==> src/hdl/jcsr_pkg.sv <==
// Package: constants and types for the JPEG capture sector ring.
`default_nettype none
package jcsr_pkg;

  localparam int SECTOR_BYTES_DEF = 512;
  localparam int NUM_SECTORS_DEF  = 10;
  localparam int HEADER_BYTES_DEF = 14;

  localparam int KIND_W   = 2;
  localparam int BYTE_W   = 8;
  localparam int SECNUM_W = 4;

  localparam logic [BYTE_W-1:0] MARK_PREFIX = 8'hFF;
  localparam logic [BYTE_W-1:0] MARK_EOI    = 8'hD9;

  typedef enum logic [KIND_W-1:0] {
    KIND_BYTE    = 2'd0,
    KIND_ACK     = 2'd1,
    KIND_RESTART = 2'd2
  } kind_t;

endpackage
`default_nettype wire

==> src/hdl/jpeg_capture_sector_ring.sv <==
// Top level: camera byte capture into a header area and a ring of sectors.
// The result is registered on input accept and is valid in the cycle after.
// One item per cycle while out_ready is high; the result register frees in the cycle it is taken.
// Status outputs (done_index, pending_flags, header_mode) show state after the item.
// Reset: header mode, pointer 0, previous byte 0, flags clear, last full sector 0.
`default_nettype none
module jpeg_capture_sector_ring #(
  parameter int SECTOR_BYTES = jcsr_pkg::SECTOR_BYTES_DEF,
  parameter int NUM_SECTORS  = jcsr_pkg::NUM_SECTORS_DEF,
  parameter int HEADER_BYTES = jcsr_pkg::HEADER_BYTES_DEF,
  parameter int PTR_W        = $clog2(SECTOR_BYTES * NUM_SECTORS)
) (
  input  wire logic                          clk,
  input  wire logic                          rst,
  input  wire logic                          in_valid,
  output logic                               in_ready,
  input  wire logic [jcsr_pkg::KIND_W-1:0]   kind,
  input  wire logic [jcsr_pkg::BYTE_W-1:0]   rx_byte,
  input  wire logic [jcsr_pkg::SECNUM_W-1:0] ack_sector,
  output logic                               out_valid,
  input  wire logic                          out_ready,
  output logic                               buf_write,
  output logic [PTR_W-1:0]                   buf_addr,
  output logic [jcsr_pkg::BYTE_W-1:0]        buf_data,
  output logic                               sector_done,
  output logic [jcsr_pkg::SECNUM_W-1:0]      done_index,
  output logic                               end_of_image,
  output logic [NUM_SECTORS-1:0]             pending_flags,
  output logic                               header_mode
);
  import jcsr_pkg::*;

  localparam int OFF_W = $clog2(SECTOR_BYTES);
  localparam int SEC_W = $clog2(NUM_SECTORS);
  localparam logic [OFF_W-1:0] OFF_LAST = OFF_W'(SECTOR_BYTES - 1);
  localparam logic [SEC_W-1:0] SEC_LAST = SEC_W'(NUM_SECTORS - 1);

  logic                   in_header, in_header_next;
  logic [PTR_W-1:0]       ptr, ptr_next;
  logic [OFF_W-1:0]       off, off_next;
  logic [SEC_W-1:0]       sec, sec_next;
  logic [BYTE_W-1:0]      prev, prev_next;
  logic [NUM_SECTORS-1:0] flags, flags_next;
  logic [SEC_W-1:0]       last_sec, last_sec_next;

  logic                   wr_next, sdone_next, eoi_next;
  logic [PTR_W-1:0]       addr_next;
  logic [BYTE_W-1:0]      data_next;

  logic                   accept;
  logic                   ptr_last;
  logic [PTR_W:0]         ptr_inc;
  logic                   hdr_hit;
  logic [PTR_W-1:0]       ptr_adv;
  logic [OFF_W-1:0]       off_adv;
  logic [SEC_W-1:0]       sec_adv;

  assign in_ready = !out_valid || out_ready;
  assign accept   = in_valid && in_ready;

  // ring advance, tracked as pointer plus sector/offset pair
  assign ptr_last = (sec == SEC_LAST) && (off == OFF_LAST);
  assign ptr_inc  = {1'b0, ptr} + (PTR_W+1)'(1);
  assign hdr_hit  = (32'(ptr_inc) == 32'(HEADER_BYTES));
  assign ptr_adv  = ptr_last ? '0 : ptr_inc[PTR_W-1:0];
  assign off_adv  = (off == OFF_LAST) ? '0 : off + OFF_W'(1);
  assign sec_adv  = (off != OFF_LAST) ? sec : ((sec == SEC_LAST) ? '0 : sec + SEC_W'(1));

  always_comb begin
    in_header_next = in_header;
    ptr_next       = ptr;
    off_next       = off;
    sec_next       = sec;
    prev_next      = prev;
    flags_next     = flags;
    last_sec_next  = last_sec;
    wr_next        = 1'b0;
    addr_next      = '0;
    data_next      = '0;
    sdone_next     = 1'b0;
    eoi_next       = 1'b0;
    case (kind)
      KIND_BYTE: begin
        wr_next   = 1'b1;
        addr_next = ptr;
        data_next = rx_byte;
        if (in_header) begin
          if (hdr_hit) begin
            in_header_next = 1'b0;
            ptr_next       = '0;
            off_next       = '0;
            sec_next       = '0;
          end else begin
            ptr_next = ptr_adv;
            off_next = off_adv;
            sec_next = sec_adv;
          end
        end else if (rx_byte == MARK_EOI && prev == MARK_PREFIX) begin
          eoi_next       = 1'b1;
          in_header_next = 1'b1;
          ptr_next       = ptr_adv;
          off_next       = off_adv;
          sec_next       = sec_adv;
        end else begin
          if (off == OFF_LAST) begin
            flags_next    = flags | (NUM_SECTORS'(1) << sec);
            last_sec_next = sec;
            sdone_next    = 1'b1;
          end
          ptr_next  = ptr_adv;
          off_next  = off_adv;
          sec_next  = sec_adv;
          prev_next = rx_byte;
        end
      end
      KIND_ACK: begin
        if (32'(ack_sector) < 32'(NUM_SECTORS)) begin
          flags_next = flags & ~(NUM_SECTORS'(1) << ack_sector);
        end
      end
      KIND_RESTART: begin
        ptr_next       = '0;
        off_next       = '0;
        sec_next       = '0;
        flags_next     = '0;
        prev_next      = '0;
        in_header_next = 1'b1;
      end
      default: begin
      end
    endcase
  end

  always_ff @(posedge clk) begin
    if (rst) begin
      in_header <= 1'b1;
      ptr       <= '0;
      off       <= '0;
      sec       <= '0;
      prev      <= '0;
      flags     <= '0;
      last_sec  <= '0;
      out_valid <= 1'b0;
    end else begin
      if (accept) begin
        in_header <= in_header_next;
        ptr       <= ptr_next;
        off       <= off_next;
        sec       <= sec_next;
        prev      <= prev_next;
        flags     <= flags_next;
        last_sec  <= last_sec_next;
        out_valid <= 1'b1;
      end else if (out_ready) begin
        out_valid <= 1'b0;
      end
    end
  end

  always_ff @(posedge clk) begin
    if (accept) begin
      buf_write    <= wr_next;
      buf_addr     <= addr_next;
      buf_data     <= data_next;
      sector_done  <= sdone_next;
      end_of_image <= eoi_next;
    end
  end

  // state only changes on accept, so it stays in step with the held result
  assign done_index    = SECNUM_W'(last_sec);
  assign pending_flags = flags;
  assign header_mode   = in_header;

endmodule
`default_nettype wire
==> config.mk <==
export PLATFORM = sky130hd
export DESIGN_NAME = jpeg_capture_sector_ring
export DESIGN_NICKNAME = d
export VERILOG_FILES = /design/src/hdl/jcsr_pkg.sv /design/src/hdl/jpeg_capture_sector_ring.sv
export SDC_FILE = /design/constraint.sdc
export NUM_CORES = 1
export LEC_CHECK = 0
export BUFFER_PORTS_ARGS = -buffer_cell sky130_fd_sc_hd__buf_4
export CORE_ASPECT_RATIO = 2
export CORE_MARGIN = 1.5
export CORE_UTILIZATION = 35
export CTS_CLUSTER_DIAMETER = 40
export DETAILED_ROUTE_END_ITERATION = 8
export HOLD_SLACK_MARGIN = 0.03
export PLACE_DENSITY = 0.64
export SYNTH_ARGS = -nofsm -noshare
export SYNTH_HDL_FRONTEND = slang
export SYNTH_SLANG_ARGS = --single-unit
export TNS_END_PERCENT = 50
==> constraint.sdc <==
create_clock -name clk -period 3.3 [get_ports clk]
set_input_delay 0.66 -clock clk [delete_from_list [all_inputs] [get_ports clk]]
set_output_delay 0.66 -clock clk [all_outputs]
set_load 0.05 [all_outputs]
Word-level counts from Yosys, hierarchy flattened
Cells that the tools add are included.
{ "op_classes": {"addsub": 3, "n_lt_le_gt_ge": 1, "eq_ne": 12, "shift": 2, "n_mux": 29, "bitwise": 6, "n_reduce_logical": 15} }
{ "op_table": {"columns": ["operator", "n"], "rows": [
  ["10-bit 2-to-1 mux", 4],
  ["13-bit 2-to-1 mux", 3],
  ["10-bit one-hot mux with 3 select lines", 1],
  ["9-bit 2-to-1 mux", 3],
  ["13-bit one-hot mux with 2 select lines", 1],
  ["1-bit by 4-bit << shifter with 10-bit output, first input constant", 2],
  ["9-bit one-hot mux with 2 select lines", 1],
  ["8-bit equality test, second input constant", 2],
  ["4-bit 2-to-1 mux", 4],
  ["8-bit 2-to-1 mux", 2],
  ["8-bit one-hot mux with 2 select lines", 1],
  ["13-bit by 1-bit adder with 14-bit output, second input constant", 1],
  ["14-bit by 4-bit equality test with 1-bit output, second input constant", 1],
  ["10-bit bitwise AND", 1],
  ["10-bit NOT", 1],
  ["10-bit bitwise OR", 1],
  ["9-bit by 1-bit adder with 9-bit output, second input constant", 1],
  ["9-bit equality test, second input constant", 1],
  ["9-bit != test, second input constant", 1],
  ["2-bit != test, second input constant", 4],
  ["4-bit one-hot mux with 2 select lines", 1],
  ["1-bit 2-to-1 mux", 7],
  ["6-bit AND reduction", 1],
  ["5-bit AND reduction", 1],
  ["other kinds (17)", 22]
]} }
{ "word_totals": {"reg_bits": 74, "in_bits": 18, "out_inout_bits": 41, "elab_cells": 81} }

Depth between registers and ports, before layout
Gate-level depths: netlist (run 1).
{ "depth": {"word_depth": 6, "ltp_mapped": 13, "ltp_nobuf": 11} }

Worst setup path after synthesis (run 1)
No wires, ideal clock.
{ "synth_timing": {"kind": "input -> register", "start": "input out_ready", "end": "register off[8]", "setup_ns": 0.128, "arrival_time_ns": 2.657, "t_required_ns": 3.172, "path_slack_ns": 0.516, "cell_stages": 7, "path_cell_list": "nand2b_1 > nand2_1 > inv_1 > o21ai_1 > clkbuf_1 > a32oi_1 > nor2_1"} }
{ "synth_between": {"elab_chain_len": 3} }
{ "synth_rtl": {"columns": ["item", "line_no", "source"], "rows": [
  ["start: declaration", "jpeg_capture_sector_ring.sv:21", "input wire logic out_ready,"],
  ["1-bit logical OR", "jpeg_capture_sector_ring.sv:58", "assign in_ready = !out_valid || out_ready;"],
  ["1-bit logical AND", "jpeg_capture_sector_ring.sv:59", "assign accept = in_valid && in_ready;"],
  ["net accept", "jpeg_capture_sector_ring.sv:50", "logic accept;"],
  ["2-bit AND reduction (no source line)", null, null],
  ["end signal: assignment", "jpeg_capture_sector_ring.sv:148", "off <= off_next;"],
  ["end: declaration", "jpeg_capture_sector_ring.sv:40", "logic [OFF_W-1:0] off, off_next;"]
]} }
The timed path passes the listed nets, and every way through them passes these cells.
A chain may end at the register's enable or synchronous reset.

Final worst setup path (run 1)
{ "layout_timing": {"start": "register off[0]", "end": "register flags[3], in the netlist pending_flags[3]"} }
{ "layout_between": {"elab_chain_len": 3} }
{ "layout_rtl": {"columns": ["item", "line_no", "source"], "rows": [
  ["9-bit equality test", "jpeg_capture_sector_ring.sv:105", "if (off == OFF_LAST) begin"],
  ["2-bit != test (no source line)", null, null],
  ["6-bit AND reduction (no source line)", null, null],
  ["end signal: assignment", "jpeg_capture_sector_ring.sv:151", "flags <= flags_next;"],
  ["end: declaration", "jpeg_capture_sector_ring.sv:43", "logic [NUM_SECTORS-1:0] flags, flags_next;"]
]} }
No other way between the ends.

==> flow_summary.ini, run 1 <==
[critical_path]
cp_data_required_time_ns = 3.50
reg_to_reg_start = off[0]
critPathSlowestCell = sky130_fd_sc_hd__dfxtp_1
timing.reg2reg.worst_path_depth = 11
critPathLaunchType = register
worst-path-max-fanout = 9
crit_path_cell_trace = ha_1 > nand3_1 > or2_2 > nor2_1 > ha_1 > inv_1 > a211oi_1 > o211a_1 > nand2_1 > o21ai_0 > a21oi_1
worst_path_dominant_cell_family = compound AO/OA/AOI/OAI gates
slowest_delay_ns = 0.36
path_common_cell = sky130_fd_sc_hd__ha_1
crit_path_end_kind = register
kind_of_critical_path = reg2reg
timing.reg2reg.setup_slack_ns = 0.44
crit_path_arrival_time_ns = 3.06
crit_reg_reg_endpoint = pending_flags[3]
timing.critical_path.buf_inv = 1

[finish]
area_delta_synth_final_pct = 23.7
drive_gt1_share_pct = 19.7
antenna-diode-count = 0
instances_no_fill = 592
final_net_count = 480

[pwr]
p_comb_share_pct = 9.4
clock_power_share_pct = 45.5
vdd_ir_drop_max_mv = 0.259
power.internal_w = 0.00163
total_power_w = 0.00215
seq_power_share_pct = 45.1
leakage_nw = 1.67
total_switching_power_w = 0.000524
power_switching_share_pct = 24.4
power_density_mw_per_mm2 = 481

[synthesis]
postSynth.asyncResetShare_pct = 0
post_synth_instance_area_mm2 = 0.00362
seq_area_frac_synth_pct = 47.6
netlist_instances = 397
syn_avg_cell_area_um2 = 9.11
synth_edf_count = 24
synthesis.yosys.warnings = 0
synthFlopType = sky130_fd_sc_hd__dfxtp_1
syn-num-nets = 425
synth_seq_cells = 74
post_synth_num_cell_types = 53

[clock_network]
htree_levels = 3
max-clock-path-buffers = 2
cts.root.buffer_cell = sky130_fd_sc_hd__clkbuf_16
cts.hold.buffers_added = 0
clk-insertion-delay-late_ns = 0.33
cts_inserted_buffers = 9
path_clk_slew_ns = 0.06
postCtsSetupBuffers = 0
sink_count_of_the_clock_tree = 74
post_cts_resized = 0
cts_tree = done

[grt]
grt_antenna_before_repair = 0
grt_max_degree = 48
grtUsageTotal_pct = 16.9
grt_first_pass_wirelength_um = 14400
via_count_of_the_first_global_routing_pass = 3123
grt.overflow.total = 0

[placed_design]
hpwl_um = 6340
numPortBuffers = 58
routabilityCongestion = 0.847
placed_cells_incl_taps = 576

[sta]
clock.fmax_mhz = 350
timing.final.crit_period_ns = 2.86
setup_repair_after_global_routing_missed_its_margin = false
setup_tns_ns = 0
maxSlewHeadroom_pct = 51.6
final_hold_fails = 0
worst_clock_skew_ns = 0.00729
timing.final.setup_violations = 0
worstMarginPinSlew_ns = 0.725
timing.final.crit_share_pct = 86.7
finalMaxSlewViolations = 0

[die]
die_h_um = 147
initial_core_util_pct = 35.9
num_ports = 59
coreArea_mm2 = 0.0101
placement_rows = 52
floorplan_die_area_mm2 = 0.0110
die_width_um = 74.9

[route]
totalWireLength_um = 8720
drt-wirelength-per-cell_um = 14.7
antenna_left = 0
drt-pass1-iter-count = 5
via_per_inst = 5.28
drt-initial-drc-count = 204
drt_drc_violations_left = 0
detailroute.via_count = 3126

[min_path]
worst_hold_startpoint = pending_flags[4]
hold_path_class = reg2reg
hold_path_end = pending_flags[4]
whs_path_depth = 2

[run]
drv_cap = 0

[run_status]
run_status = complete, no violations
worst reg2reg max path, stage by stage, from the launching register on:
cell	delay [ns]
sky130_fd_sc_hd__dfxtp_1	0.36
sky130_fd_sc_hd__ha_1	0.19
sky130_fd_sc_hd__nand3_1	0.12
sky130_fd_sc_hd__or2_2	0.34
sky130_fd_sc_hd__nor2_1	0.13
sky130_fd_sc_hd__ha_1	0.32
sky130_fd_sc_hd__inv_1	0.13
sky130_fd_sc_hd__a211oi_1	0.28
sky130_fd_sc_hd__o211a_1	0.35
sky130_fd_sc_hd__nand2_1	0.21
sky130_fd_sc_hd__o21ai_0	0.22
sky130_fd_sc_hd__a21oi_1	0.08
through the flow:
stage / utilization, % / hold WS, ns / worst slack (ns) / instance area [um^2]
2_1_floorplan: - / 0.457 / 0.516 / 3620
3_3_place_gp: 41.3 / 0.465 / 0.605 / 4170
3_5_place_dp: 41.3 / 0.478 / 0.490 / 4170
4_1_cts: 44.4 / 0.486 / 0.468 / 4470
5_1_grt: 44.4 / 0.508 / 0.0502 / 4470
6_report: 44.4 / 0.483 / 0.439 / 4470
layer usage:
metal  up-vias  track usage (%)  part of all wire, %
li1       1559                -                    -
met1      1439             17.6                   37
met2       102             29.9                   55
met3        26             2.81                  3.4
met4         0             10.7                  4.8
met5         -                0                    0
placed cells by master, fill, tap and decap left out, types with 4 or more instances in the layout:
master,synthesis,final
sky130_fd_sc_hd__buf_4,0,64
sky130_fd_sc_hd__dfxtp_1,50,50
sky130_fd_sc_hd__nor2_1,45,45
sky130_fd_sc_hd__nand2_1,37,37
sky130_fd_sc_hd__a21oi_1,26,26
sky130_fd_sc_hd__edfxtp_1,24,24
sky130_fd_sc_hd__nand3_1,22,22
sky130_fd_sc_hd__and2_1,20,20
sky130_fd_sc_hd__o21ai_0,18,18
sky130_fd_sc_hd__inv_1,14,14
sky130_fd_sc_hd__a31oi_1,11,11
sky130_fd_sc_hd__nand4_1,10,10
sky130_fd_sc_hd__ha_1,10,10
sky130_fd_sc_hd__clkbuf_16,0,9
sky130_fd_sc_hd__a22oi_1,8,8
sky130_fd_sc_hd__and3_1,6,6
sky130_fd_sc_hd__nor3_1,6,6
sky130_fd_sc_hd__a211oi_1,4,4
sky130_fd_sc_hd__nor2b_1,4,4
sky130_fd_sc_hd__a41oi_1,4,4
sky130_fd_sc_hd__xor2_1,4,4
sky130_fd_sc_hd__mux2i_1,4,4
sky130_fd_sc_hd__a32oi_1,4,4
cell families (layout without fill, tap and decap cells):
family / Yosys count / in the layout / synth area share (%)
multiplexers: 5 / 5 / 1.49
adder cells (fa/ha/maj): 10 / 10 / 3.46
flip-flops: 74 / 74 / 47.6
AO/OA/AOI/OAI: 95 / 95 / 17.5
AND/OR/NAND/NOR: 173 / 173 / 24.5
buffers and inverters: 35 / 95 / 4.22
XOR/XNOR: 5 / 5 / 1.21
sequential cells by signal (all words and copies together), names as in the netlist:
| name | cells |
|---|---|
| header_mode | 1 |
| off | 9 |
| sector_done | 1 |
| buf_write | 1 |
| end_of_image | 1 |
| sec | 4 |
| out_valid | 1 |
| buf_data | 8 |
| prev | 8 |
| buf_addr | 13 |
| pending_flags | 10 |
| ptr | 13 |
| done_index | 4 |
worst max path at each step:
stage | from | end | slack, ns | depth (start not counted)
finish | off[0] | pending_flags[3] | 0.44 | 11
detailed placement | off[0] | pending_flags[2] | 0.49 | 11
floorplan | out_ready | off[8] | 0.52 | 7
global route | off[0] | pending_flags[0] | 0.05 | 11
global placement | off[0] | pending_flags[6] | 0.60 | 11
CTS | off[0] | pending_flags[2] | 0.47 | 11
power groups by stage:
stage	Clock [W]	Sequential (W)	Combinational, W
6_report	0.000978	0.000969	0.000203
5_1_grt	0.00103	0.000971	0.000217
4_1_cts	0.000997	0.000969	0.000204
3_5_place_dp	0	0.000989	0.000203
3_3_place_gp	0	0.000988	0.000202
2_1_floorplan	0	0.00105	0.0000687
Yosys cell counts (3+ instances only):
library cell               instances  share of area (%)
sky130_fd_sc_hd__edfxtp_1         24                 20
sky130_fd_sc_hd__a211oi_1          4               0.83
sky130_fd_sc_hd__nand3_1          22                3.0
sky130_fd_sc_hd__clkbuf_1         13                1.3
sky130_fd_sc_hd__nor2_1           45                4.7
sky130_fd_sc_hd__or3_1             3               0.52
sky130_fd_sc_hd__a32oi_1           4               0.97
sky130_fd_sc_hd__nor3_1            6               0.83
sky130_fd_sc_hd__nand2_1          37                3.8
sky130_fd_sc_hd__xor2_1            4               0.97
sky130_fd_sc_hd__or2_2             3               0.52
sky130_fd_sc_hd__mux2i_1           4                1.1
sky130_fd_sc_hd__nor2b_1           4               0.69
sky130_fd_sc_hd__nand4_1          10                1.7
sky130_fd_sc_hd__nand4b_1          3               0.73
sky130_fd_sc_hd__nand3b_1          3               0.62
sky130_fd_sc_hd__a41oi_1           4               0.97
sky130_fd_sc_hd__a21oi_1          26                3.6
sky130_fd_sc_hd__o21ai_0          18                2.5
sky130_fd_sc_hd__a311oi_1          3               0.73
sky130_fd_sc_hd__dfxtp_1          50                 28
sky130_fd_sc_hd__ha_1             10                3.5
sky130_fd_sc_hd__and2_1           20                3.5
sky130_fd_sc_hd__a31oi_1          11                1.9
sky130_fd_sc_hd__a22oi_1           8                1.7
sky130_fd_sc_hd__buf_2             5               0.69
sky130_fd_sc_hd__and3_1            6                1.0
sky130_fd_sc_hd__inv_1            14                1.5
final cells by class:
| class | instances | area, um^2 |
|---|---|---|
| Clock buffer | 10 | 239 |
| Clock inverter | 6 | 66.3 |
| Fill cell | 948 | 5610 |
| Inverter | 15 | 56.3 |
| Multi-Input combinational cell | 288 | 1740 |
| Sequential cell | 74 | 1720 |
| Tap cell | 135 | 169 |
| Timing Repair Buffer | 64 | 480 |
Note: power is estimated with default switching activity, not from simulation.
==> run 2: changes to the inputs <==
Settings changed: CORE_ASPECT_RATIO 2 to not set, SKIP_LAST_GASP set to 1.
==> run 2 against run 1 <==
  * Worst setup slack better by 0.010 ns
  * Sequential share of layout area is 1.1 points higher
  * Critical endpoint unchanged
  * Worst hold slack worse by 0.0010 ns
  * Routed wire length is 5.5% lower
  * Clock-buffer cell count is 1 lower
  * Flip-flop and latch count stayed put
  * Maximum frequency is 0.35% higher
  * Clock skew is 0.0020 ns higher
  * Largest power group is now sequential cells
  * Highest routed layer unchanged
  * Combinational power hardly changed
  * Die area is 0.33% lower
==> flow_summary.ini, run 2 (synthesis results as in run 1) <==
[route]
drt_drc_violations_left = 0
via_per_inst = 5.22
drt-initial-drc-count = 188
drt-wirelength-per-cell_um = 14.0
drt-pass1-iter-count = 4
antenna_left = 0
detailroute.via_count = 3077
totalWireLength_um = 8240

[sta]
setup_repair_after_global_routing_missed_its_margin = false
timing.final.crit_share_pct = 86.4
finalMaxSlewViolations = 0
setup_tns_ns = 0
timing.final.setup_violations = 0
fin_hold_ws_ns = 0.482
timing.final.crit_period_ns = 2.85
clock.fmax_mhz = 351
final_hold_fails = 0
maxSlewHeadroom_pct = 49.3
worst_clock_skew_ns = 0.00928
worstMarginPinSlew_ns = 0.760

[grt]
grtUsageTotal_pct = 15.4
grt_max_degree = 48
grt_first_pass_wirelength_um = 13700
grt_antenna_before_repair = 0
via_count_of_the_first_global_routing_pass = 2831
grt.overflow.total = 0

[clock_network]
cts_inserted_buffers = 9
sink_count_of_the_clock_tree = 74
cts.hold.buffers_added = 0
cts.root.buffer_cell = sky130_fd_sc_hd__clkbuf_8
path_clk_slew_ns = 0.08
htree_levels = 3
max-clock-path-buffers = 2
cts_tree = done
postCtsSetupBuffers = 0
post_cts_resized = 0
clk-insertion-delay-late_ns = 0.35

[critical_path]
timing.reg2reg.setup_slack_ns = 0.45
slowest_delay_ns = 0.37
critPathLaunchType = register
crit_path_end_kind = register
kind_of_critical_path = reg2reg
crit_path_cell_trace = ha_1 > nand3_1 > or2_2 > nor2_1 > ha_1 > inv_1 > a211oi_1 > o211a_1 > nand2_1 > o21ai_0 > a21oi_1
worst-path-max-fanout = 9
cp_data_required_time_ns = 3.52
worst_path_dominant_cell_family = compound AO/OA/AOI/OAI gates
path_common_cell = sky130_fd_sc_hd__ha_1
timing.critical_path.buf_inv = 1
crit_path_arrival_time_ns = 3.07
critPathSlowestCell = sky130_fd_sc_hd__dfxtp_1

[pwr]
power_density_mw_per_mm2 = 418
vdd_ir_drop_max_mv = 0.168
leakage_nw = 1.62

[die]
coreArea_mm2 = 0.00991
num_ports = 59
die_width_um = 105
placement_rows = 36
die_h_um = 105
initial_core_util_pct = 36.5
floorplan_die_area_mm2 = 0.0110

[min_path]
hold_path_class = reg2reg

[finish]
antenna-diode-count = 0
area_delta_synth_final_pct = 20.3
mostFrequentLayoutCell = sky130_fd_sc_hd__buf_4
final_cell_mix = 64 x sky130_fd_sc_hd__buf_4, 50 x sky130_fd_sc_hd__dfxtp_1, 45 x sky130_fd_sc_hd__nor2_1, 37 x sky130_fd_sc_hd__nand2_1, 26 x sky130_fd_sc_hd__a21oi_1
final_net_count = 480
drive_gt1_share_pct = 19.9

[run]
drv_cap = 0

[placed_design]
hpwl_um = 5760
routabilityCongestion = 0.830
numPortBuffers = 58

[run_status]
run_status = complete, no violations
[run 2: layer usage]
layer  vias to the layer above  GRT usage [%]  wire length (um)
met1                      1432           19.8              3750
met4                         0           6.36               110
met2                        82           25.3              3990
li1                       1554              -                 -
met5                         -              0                 0
met3                         9           3.06               386
[run 2: per-stage QoR]
stage	instance area [um^2]	util, %	total power [W]	worst slack (ns)	cells
after global placement	4170	42.1	0.00119	0.539	574
after CTS	4350	43.9	0.00184	0.444	590
after floorplan	3620	-	0.00112	0.516	397
final	4350	43.9	0.00182	0.449	590
after detailed placement	4170	42.1	0.00119	0.462	574
after global routing	4350	43.9	0.00189	0.0273	590
[run 2: area by class of cell]
class,instances,area (um^2)
clock inverter,7,53.8
timing repair buffer,64,480
fill,976,5560
multi-input combinational,288,1750
inverter,15,56.3
sequential,74,1720
tap,133,166
clock buffer,9,124
[run 2: report_power, final]
group          internal (W)  switching [W]  total, W  leakage [nW]
combinational     0.0000609       0.000141  0.000202         0.887
clock              0.000279       0.000369  0.000649        0.0875
sequential         0.000959     0.00000813  0.000967         0.643
[run 2: path summary, 6_finish.rpt]
kind,start,to,depth (start not counted)
setup / recovery,off[0],pending_flags[3],11
hold / removal,pending_flags[0],pending_flags[0],2
setup reg to reg,off[0],pending_flags[3],11
hold reg to reg,pending_flags[0],pending_flags[0],2
[run 2: worst register-to-register path, delay by kind of cell (launching register included)]
family / cells / cell delay (ns)
compound gates: 4 / 0.94
fa+ha+maj: 2 / 0.50
buf+inv: 1 / 0.13
flops: 1 / 0.37
simple gates: 4 / 0.78
